`config.mk`:
```
export PLATFORM = sky130hd
export DESIGN_NAME = mwul_ctrl
export DESIGN_NICKNAME = d
export VERILOG_FILES = /design/src/design/mwul_pkg.sv /design/src/design/mwul_ctrl.sv
export SDC_FILE = /design/constraint.sdc
export NUM_CORES = 1
export LEC_CHECK = 0
export ABC_CLOCK_PERIOD_IN_PS = 1600
export BUFFER_PORTS_ARGS = -buffer_cell sky130_fd_sc_hd__buf_2
export CORE_AREA = 2 2 39 41
export DETAILED_ROUTE_END_ITERATION = 10
export DIE_AREA = 0 0 41 43
export GPL_TIMING_DRIVEN = 0
export PLACE_DENSITY_LB_ADDON = 0.15
export SETUP_SLACK_MARGIN = 0.5
export SLEW_MARGIN = 0
export SYNTH_ARGS = -nofsm -noshare
export SYNTH_HDL_FRONTEND = slang
export SYNTH_SLANG_ARGS = --single-unit
```
`constraint.sdc`:
```
create_clock -name i_clk -period 1.6 [get_ports i_clk]
set_input_delay 0.08 -clock i_clk [delete_from_list [all_inputs] [get_ports i_clk]]
set_output_delay 0.08 -clock i_clk [all_outputs]
set_load 0.005 [all_outputs]
```
`src/design/mwul_pkg.sv`:
```
// Shared types and constants for the max window under limit tracker.
package mwul_pkg;

    // Fixed widths of the stream fields.
    localparam int SAMPLE_FIELD_W = 16;
    localparam int WINDOW_LEN_W   = 11;
    localparam int IN_TDATA_W     = 16;
    localparam int OUT_TDATA_W    = 16;

    // Commands from the controller to the datapath.
    typedef struct packed {
        logic accept;    // a new word is taken from the input stream
        logic rd;        // issue a ring read
        logic slide;     // finish a slide with the ring data just read
        logic drop;      // drop the oldest sample with the ring data just read
        logic load_out;  // move the result into the output register
    } t_cmd;

    // Status from the datapath to the controller.
    typedef struct packed {
        logic need_read;   // the offered word slides the window
        logic over_now;    // window is not empty and its sum exceeds the limit
        logic over_after;  // still over the limit after the current drop
    } t_stat;

endpackage

```
`src/design/mwul_ctrl.sv`:
```
// Controller of the window tracker: sequences accept, slide, drops and result hand-off.
module mwul_ctrl (
    input  logic            i_clk,
    input  logic            i_rst_n,
    input  logic            i_in_valid,
    output logic            o_in_ready,
    input  logic            i_out_ready,
    output logic            o_out_valid,
    input  mwul_pkg::t_stat i_stat,
    output mwul_pkg::t_cmd  o_cmd
);

    import mwul_pkg::*;

    typedef enum logic [2:0] {
        ST_IDLE,
        ST_SLIDE,
        ST_CHECK,
        ST_DROP,
        ST_DONE
    } t_state;

    t_state r_state, n_state;
    logic   r_out_valid, n_out_valid;

    // Command decode and next state.
    always_comb begin
        n_state        = r_state;
        n_out_valid    = r_out_valid;
        o_cmd          = '0;
        if (r_out_valid && i_out_ready) begin
            n_out_valid = 1'b0;
        end
        case (r_state)
            ST_IDLE: begin
                if (i_in_valid) begin
                    o_cmd.accept = 1'b1;
                    o_cmd.rd     = i_stat.need_read;
                    n_state      = i_stat.need_read ? ST_SLIDE : ST_DONE;
                end
            end
            ST_SLIDE: begin
                o_cmd.slide = 1'b1;
                n_state     = ST_CHECK;
            end
            ST_CHECK: begin
                if (i_stat.over_now) begin
                    o_cmd.rd = 1'b1;
                    n_state  = ST_DROP;
                end else begin
                    n_state = ST_DONE;
                end
            end
            ST_DROP: begin
                o_cmd.drop = 1'b1;
                if (i_stat.over_after) begin
                    o_cmd.rd = 1'b1;
                end else begin
                    n_state = ST_DONE;
                end
            end
            ST_DONE: begin
                if (!r_out_valid || i_out_ready) begin
                    o_cmd.load_out = 1'b1;
                    n_out_valid    = 1'b1;
                    n_state        = ST_IDLE;
                end
            end
            default: begin
                n_state = ST_IDLE;
            end
        endcase
    end

    // State and output valid.
    always_ff @(posedge i_clk) begin
        if (!i_rst_n) begin
            r_state     <= ST_IDLE;
            r_out_valid <= 1'b0;
        end else begin
            r_state     <= n_state;
            r_out_valid <= n_out_valid;
        end
    end

    assign o_in_ready  = (r_state == ST_IDLE);
    assign o_out_valid = r_out_valid;

endmodule

```
==> results of run 1 <==
==> synthesized netlist by cell type (2+ instances only) <==
| master | n | area, um2 |
|---|---|---|
| a21oi_1 | 4 | 20.0 |
| or3_1 | 2 | 12.5 |
| nor2_1 | 4 | 15.0 |
| nor3_1 | 4 | 20.0 |
| nand3_1 | 2 | 10.0 |
| nor2b_1 | 2 | 12.5 |
| nand2_1 | 2 | 7.51 |
| dfxtp_1 | 4 | 80.1 |
==> flip-flops by register name (all words and copies together), names as in the netlist <==
name         count
o_out_valid      1
r_state          3
==> layout make-up <==
type                            count  area (um2)  share of cell area [%]
Timing Repair Buffer               16        87.6                    19.2
Multi-Input combinational cell     31         211                    46.3
Buffer                              3        30.0                    6.58
Tap cell                           16        20.0                    4.38
Inverter                            1        3.75                   0.822
Clock buffer                        3        22.5                    4.93
Sequential cell                     4        81.3                    17.8
==> cell families (layout without fill, tap and decap cells) <==
| group | Yosys count | count (layout) | share of synthesized area, % |
|---|---|---|---|
| simple gates | 23 | 23 | 47.2 |
| compound gates | 8 | 8 | 16.6 |
| flops | 4 | 4 | 27.9 |
| buf+inv | 4 | 23 | 8.29 |
==> power groups by stage <==
stage / combinational, W / clock, W / sequential, W
after floorplan: 0.000274 / 0 / 0.000149
after global placement: 0.000394 / 0 / 0.000153
after detailed placement: 0.000390 / 0 / 0.000153
after CTS: 0.000483 / 0.000128 / 0.000154
after global routing: 0.000565 / 0.000130 / 0.000161
final: 0.000508 / 0.000120 / 0.000157
==> critical path, cell delays in order, from the launching register on <==
cell and delay, ns:
dfxtp_2 0.30, buf_6 0.12, or3_4 0.34, or3_1 0.33, nand3_2 0.08, nor2_1 0.04
==> per-stage QoR <==
step | utilization, % | setup WS [ns]
floorplan | - | 0.302
global placement | 26.9 | 0.246
detailed placement | 26.9 | 0.244
CTS | 31.8 | 0.290
global route | 33.0 | 0.238
finish | 33.0 | 0.271
==> routing by layer <==
| layer | global-route usage, % | wire, um |
|---|---|---|
| met1 | 12.9 | 312 |
| met2 | 14.4 | 415 |
| met3 | 1.57 | 17 |
| met4 | 8.00 | 0 |
| met5 | 0 | 0 |
==> worst paths after layout <==
check,cells past startpoint,startpoint,endpoint
setup reg to reg,5,r_state[0]$_SDFFE_PN0P_,r_state[0]$_SDFFE_PN0P_
hold / removal,3,i_rst_n,r_state[0]$_SDFFE_PN0P_
setup / recovery,5,r_state[0]$_SDFFE_PN0P_,r_state[0]$_SDFFE_PN0P_
hold reg to reg,3,r_state[2]$_SDFFE_PN0P_,r_state[1]$_SDFFE_PN0P_
==> repair_timing <==
| item | in CTS | in global routing |
|---|---|---|
| setup endpoints to repair | 9 | 9 |
| gates resized for setup | 8 | 4 |
| buffers inserted | 2 | 1 |
| pin swaps | 2 | 0 |
==> impl_metrics.tcl, run 1 <==
set metrics [dict create \
    cts_tree "yes" \
    synthToLayoutAreaGrowth_pct 59.4 \
    leakage_nw 0.206 \
    wl_um 744 \
    cts-root-buf "clkbuf_4" \
    post_drt_via_cell_ratio 4.49 \
    cp_max_fo 7 \
    power.internal_w 0.000483 \
    ys_seq_area_share_pct 27.9 \
    syn_area_um2 287 \
    finalCritPeriodShare_pct 83.0 \
    grt-ovfl-total 0 \
    dpl_cell_area_um2 372 \
    grt_pass1_vias 308 \
    clock.fmax_mhz 753 \
    cts_buffer_depth 2 \
    final_max_slew_viol_count 0 \
    clock_latency_ns 0.23 \
    layout_commonest_cell "buf_2" \
    synth_nets 46 \
    drt_pass1_iterations 4 \
    cp.arrival_ns 1.44 \
    max_cap_viol_count 0 \
    fin_nets 67 \
    power_frac_comb_pct 64.7 \
    die_area_mm2 0.00176 \
    synth-main-ff-cell "dfxtp_1" \
    outcome "finished clean" \
    max_slew_margin_pct 86.8 \
    portBuffers 13 \
    dp_hpwl_um 566 \
    cts_num_sinks 4 \
    num_rows 14 \
    switching_power_w 0.000303 \
    start_util_pct 20.7 \
    async_flop_share_pct 0 \
    numCtsBuffers 3 \
    irDropWorstVdd_v 0.000467 \
    gp_congestion 0.695 \
    final_cell_mix "buf_2, buf_4, nor2_1, clkbuf_4, dfxtp_1" \
    hold_violations 0 \
    final_cells 74 \
    grt_pass1_wl_mm 1.21 \
    hp-class "in2reg" \
    design_power_total_w 0.000786 \
    final_antenna_net_count 0 \
    drt-initial-drc-count 4 \
    grt_usage_pct 10.2 \
    synth_area_per_cell_um2 7.35 \
    sw_frac_of_total_pct 38.5 \
    finalCriticalPeriod_ns 1.33 \
    n_fill_cell 160 \
    synth-edff-count 0 \
    synth_cell_type_count 23 \
    end_kind "flip-flop" \
    cp.required_ns 1.71 \
    hold_ws_ns 0.121 \
    num_vias 332 \
    drc_errors 0 \
    fin_area_um2 457 \
    post_drt_wl_per_cell_um 10.1 \
    antenna_found_initial 0 \
    yosys_warnings 0 \
    fin_tns_setup_ns 0 \
    core_area_mm2 0.00138 \
    fin_skew_ns 0.0000929 \
    grt_max_degree 11 \
    die_w_um 41 \
    power_frac_seq_pct 20.0 \
    crit_type "reg2reg" \
    p_per_area_mw_per_mm2 1720 \
    power.share.clock_pct 15.3 \
    hold_buffers 0 \
    tightest_slew_ns 0.196 \
    synth.ff_latch_count 4 \
    setup_viol 0 \
    netlist_instances 39 \
    n_antenna_cell 0 \
    r2r_setup_slack_ns 0.27 \
    critPathLaunchType "flip-flop" \
    ios 14 \
    die_height_um 43 \
    place_inst 68 \
    drive_gt1_share_pct 50.0 \
    rsz0062_at_grt "yes" \
    cts.htree.levels 1 \
    clkTransAtPathRegs_ns 0.04 \
]
Power figures use the tool's default switching activity.
==> run 2, diff against run 1 <==
Settings changed: ABC_CLOCK_PERIOD_IN_PS 1600 to 1300.
Clock period 1.6 ns to 1.3 ns, I/O delays scaled along.
==> impl_metrics.tcl, run 2 (synthesized netlist as in run 1, its figures left out) <==
set metrics [dict create \
    num_rows 14 \
    crit_family "simple AND/OR/NAND/NOR gates" \
    drt_pass1_iterations 4 \
    clkTransAtPathRegs_ns 0.04 \
    drive_gt1_share_pct 56.7 \
    n_fill_cell 155 \
    cts_buffer_depth 2 \
    path_buf_inv 1 \
    cpPeakStageDelay_ns 0.33 \
    violations "setup timing" \
    regMostFlops "r_state" \
    ios 14 \
    reg2reg_depth 5 \
    cts.htree.levels 1 \
    post_drt_wl_per_cell_um 10.3 \
    crit_type "reg2reg" \
    core_area_mm2 0.00138 \
    fin_nets 69 \
    final_cell_mix "buf_2, buf_6, nor2_1, a21oi_1" \
    grt_pass1_wl_mm 1.05 \
    n_antenna_cell 0 \
    preCtsSetupSlack_ns -0.0308 \
    end_kind "flip-flop" \
    synthToLayoutAreaGrowth_pct 72.5 \
    cp.required_ns 1.41 \
    setup_viol 2 \
    antenna_found_initial 0 \
    max_slew_margin_pct 85.9 \
    num_vias 357 \
    cts_tree "yes" \
    cp.arrival_ns 1.43 \
    drt-initial-drc-count 10 \
    grt_max_degree 11 \
    grt_util_met1_pct 9.94 \
    tightest_slew_ns 0.211 \
    p_per_area_mw_per_mm2 2190 \
    hold_path_depth 2 \
    power_frac_seq_pct 19.1 \
    cp_common_cell "or3_4" \
    drc_errors 0 \
    fin_tns_setup_ns -0.0363 \
    power_frac_comb_pct 67.1 \
    layout_commonest_cell "buf_2" \
    post_drt_via_cell_ratio 4.70 \
    wl_um 779 \
    portBuffers 13 \
    leakage_nw 0.221 \
    power.internal_w 0.000676 \
    finalCriticalPeriod_ns 1.32 \
    die_area_mm2 0.00176 \
    max_cap_viol_count 0 \
    hold_ws_ns 0.0908 \
    cp_max_fo 5 \
    hold_violations 0 \
    worst_path_max_delay_cell "or3_4" \
    final_max_slew_viol_count 0 \
    gp_congestion 0.725 \
    grt_pass1_vias 284 \
    sw_frac_of_total_pct 37.4 \
    top_usage_layer "met2" \
    largest_reg_flops 3 \
    critPathLaunchType "flip-flop" \
    crit_cells 5 \
    timing.final.ws_setup_ns -0.0217 \
    finalCritPeriodShare_pct 102 \
    cts_num_sinks 4 \
    use_met2_pct 12.8 \
    fin_skew_ns 0.00150 \
    irDropWorstVdd_v 0.000831 \
    numCtsBuffers 3 \
    dp_hpwl_um 537 \
    hp-class "in2reg" \
    outcome "complete, but fails checks" \
    power.share.clock_pct 13.8 \
    start_util_pct 20.7 \
    die_w_um 41 \
    grt_usage_pct 8.73 \
    rsz0062_at_grt "yes" \
    cts-root-buf "clkbuf_4" \
    switching_power_w 0.000404 \
    grt-ovfl-total 0 \
    use_met3_pct 4.71 \
    final_antenna_net_count 0 \
    clock.fmax_mhz 757 \
    crit_chain "buf_6 -> or3_4 -> or3_4 -> nand3_2 -> nor2_1" \
    clock_latency_ns 0.23 \
    die_height_um 43 \
]
run 2: routing by layer:
metal  up-vias  part of all wire, %
li1        182                    -
met1       168                   40
met2         7                   54
met3         0                  6.0
met4         0                    0
met5         -                    0
run 2: power by group through the flow:
stage                     combinational (W)  sequential [W]  clock (W)
after floorplan                    0.000344        0.000185          0
after global placement             0.000493        0.000192          0
after detailed placement           0.000480        0.000191          0
after CTS                          0.000521        0.000191   0.000161
after global routing               0.000788        0.000214   0.000172
final                              0.000725        0.000206   0.000150
run 2: worst reg2reg max path, cell delays in order, from the launching register on:
cell and delay, ns:
dfxtp_2 0.31, buf_6 0.12, or3_4 0.32, or3_4 0.33
nand3_2 0.07, nor2_1 0.04
run 2: per-stage QoR:
stage / instances / util, % / instance area, um2 / power, W
after floorplan: 39 / - / 289 / 0.000529
after global placement: 68 / 27.0 / 374 / 0.000685
after detailed placement: 68 / 27.0 / 374 / 0.000671
after CTS: 72 / 29.9 / 414 / 0.000873
after global routing: 76 / 35.7 / 494 / 0.00117
final: 76 / 35.7 / 494 / 0.00108
run 2: what timing repair did:
action                                  CTS  global route
gates cloned                              0             2
setup buffers                             1             2
endpoints found under the setup margin   10            10
pin swaps                                 2             3
hold buffers                              0             0
gates resized for setup                   3            16
run 2: final cells by class:
class	instances	area [um2]	area share, %
clock buffer	3	22.5	4.56
buffer	3	33.8	6.84
timing repair buffer	18	104	21.0
multi-input combinational	31	228	46.1
tap	16	20.0	4.05
inverter	1	3.75	0.759
sequential	4	82.6	16.7
run 2: path summary, 6_finish.rpt:
kind,startpoint,end,slack [ns]
worst max register to register,r_state[0]$_SDFFE_PN0P_,r_state[0]$_SDFFE_PN0P_,-0.02
worst min register to register,r_state[2]$_SDFFE_PN0P_,r_state[1]$_SDFFE_PN0P_,0.66
worst min-delay path,i_rst_n,o_out_valid$_SDFF_PN0_,0.09
worst max-delay path,r_state[0]$_SDFFE_PN0P_,r_state[0]$_SDFFE_PN0P_,-0.02
==> run 3, diff against run 2 <==
Settings changed: CTS_CLUSTER_SIZE set to 12, SKIP_CTS_REPAIR_TIMING set to 1.
==> impl_metrics.tcl, run 3 (synthesized netlist as in run 1, its figures left out) <==
set metrics [dict create \
    outcome "complete, but fails checks" \
    violations "setup timing" \
    grt-ovfl-total 0 \
    wl_um 728 \
    grt_pass1_vias 279 \
    grt_usage_pct 8.63 \
    clkTransAtPathRegs_ns 0.04 \
    cp_max_fo 5 \
    layout_commonest_cell "buf_2" \
    hold_path_depth 2 \
    rsz0062_at_grt "yes" \
    final_antenna_net_count 0 \
    fin_skew_ns 0.00222 \
    post_drt_via_cell_ratio 4.61 \
    post_drt_wl_per_cell_um 9.84 \
    tightest_slew_ns 0.218 \
    cts.htree.levels 1 \
    drt-initial-drc-count 12 \
    grt_max_degree 11 \
    fin_nets 67 \
    hold_ws_ns 0.0911 \
    finalCritPeriodShare_pct 102 \
    final_max_slew_viol_count 0 \
    numCtsBuffers 3 \
    synthToLayoutAreaGrowth_pct 63.3 \
    cts-root-buf "clkbuf_4" \
    max_slew_margin_pct 85.5 \
    hold_violations 0 \
    drc_errors 0 \
    startpoint "r_state[0]$_SDFFE_PN0P_" \
    hp-class "in2reg" \
    grt_pass1_wl_mm 1.04 \
    drt_pass1_iterations 4 \
    p_per_area_mw_per_mm2 2170 \
    cts_num_sinks 4 \
    num_vias 341 \
    final_cell_mix "buf_2, nor2_1" \
    crit_type "reg2out" \
    cts_buffer_depth 2 \
    reg2reg_depth 5 \
    ios 14 \
    end_kind "primary output" \
    r2r_start "r_state[0]$_SDFFE_PN0P_" \
    clock_latency_ns 0.23 \
    finalCriticalPeriod_ns 1.33 \
    r2r_setup_slack_ns -0.02 \
    n_fill_cell 153 \
    critPathLaunchType "flip-flop" \
    die_area_mm2 0.00176 \
    drive_gt1_share_pct 50.0 \
    n_antenna_cell 0 \
    timing.final.ws_setup_ns -0.0259 \
    cp.required_ns 1.24 \
    min_from "i_rst_n" \
    start_util_pct 20.7 \
    hold_end "o_out_valid$_SDFF_PN0_" \
    regMostFlops "r_state" \
    final_cells 74 \
    dp_hpwl_um 537 \
    largest_reg_flops 3 \
    r2r-end "r_state[0]$_SDFFE_PN0P_" \
    die_w_um 41 \
    place_inst 68 \
    cp.arrival_ns 1.26 \
    irDropWorstVdd_v 0.000828 \
    num_rows 14 \
    max_cap_viol_count 0 \
    portBuffers 13 \
    die_height_um 43 \
    setup_viol 3 \
    core_area_mm2 0.00138 \
    antenna_found_initial 0 \
    gp_congestion 0.725 \
    leakage_nw 0.206 \
    clock.fmax_mhz 754 \
    cts_tree "yes" \
]
## run 3: how the worst max path moves through the flow
stage / end / slack (ns) / cells past startpoint
global placement: r_state[0]$_SDFFE_PN0P_ / -0.04 / 5
CTS: o_cmd[4] / -0.1 / 4
detailed placement: r_state[0]$_SDFFE_PN0P_ / -0.03 / 5
finish: o_cmd[3] / -0.03 / 5
global route: r_state[1]$_SDFFE_PN0P_ / -0.07 / 5
floorplan: r_state[0]$_SDFFE_PN0P_ / 0.002 / 5
## run 3: routing by layer
layer  vias up  global-route usage [%]  wire (um)
li1        178                       -          -
met1       158                    9.94        318
met2         5                    12.5        365
met3         0                    4.71         44
met4         0                    4.00          0
met5         -                       0          0
## run 3: critical path: stages, from the launching register on
cell and delay (ns):
dfxtp_2 0.31, buf_6 0.12, inv_1 0.12, a31oi_1 0.09, a311oi_1 0.23, buf_2 0.15
## run 3: cell type report
cell class | instances | area (um2) | share of cell area (%)
multi-input cells | 31 | 219 | 46.8
repair buffers | 16 | 87.6 | 18.7
flip-flops and latches | 4 | 81.3 | 17.4
plain buffers | 3 | 33.8 | 7.22
clock buffers | 3 | 22.5 | 4.81
well taps | 16 | 20.0 | 4.28
inverters | 1 | 3.75 | 0.802
## run 3: per-stage QoR
step / utilization, % / TNS [ns] / setup WS [ns] / power [W] / cell area [um2]
global route: 33.8 / -0.249 / -0.0697 / 0.00111 / 468
finish: 33.8 / -0.0721 / -0.0259 / 0.00102 / 468
CTS: 28.7 / -0.184 / -0.0958 / 0.000831 / 397
floorplan: - / 0 / 0.00190 / 0.000529 / 289
detailed placement: 27.0 / -0.0590 / -0.0308 / 0.000671 / 374
global placement: 27.0 / -0.0786 / -0.0417 / 0.000685 / 374
## run 3: report_power, final
part | leakage (nW) | switching, W | internal (W)
logic | 0.159 | 0.000310 | 0.000356
registers | 0.0332 | 0.0000309 | 0.000168
clock network | 0.0138 | 0.0000472 | 0.000103
total | 0.206 | 0.000388 | 0.000627
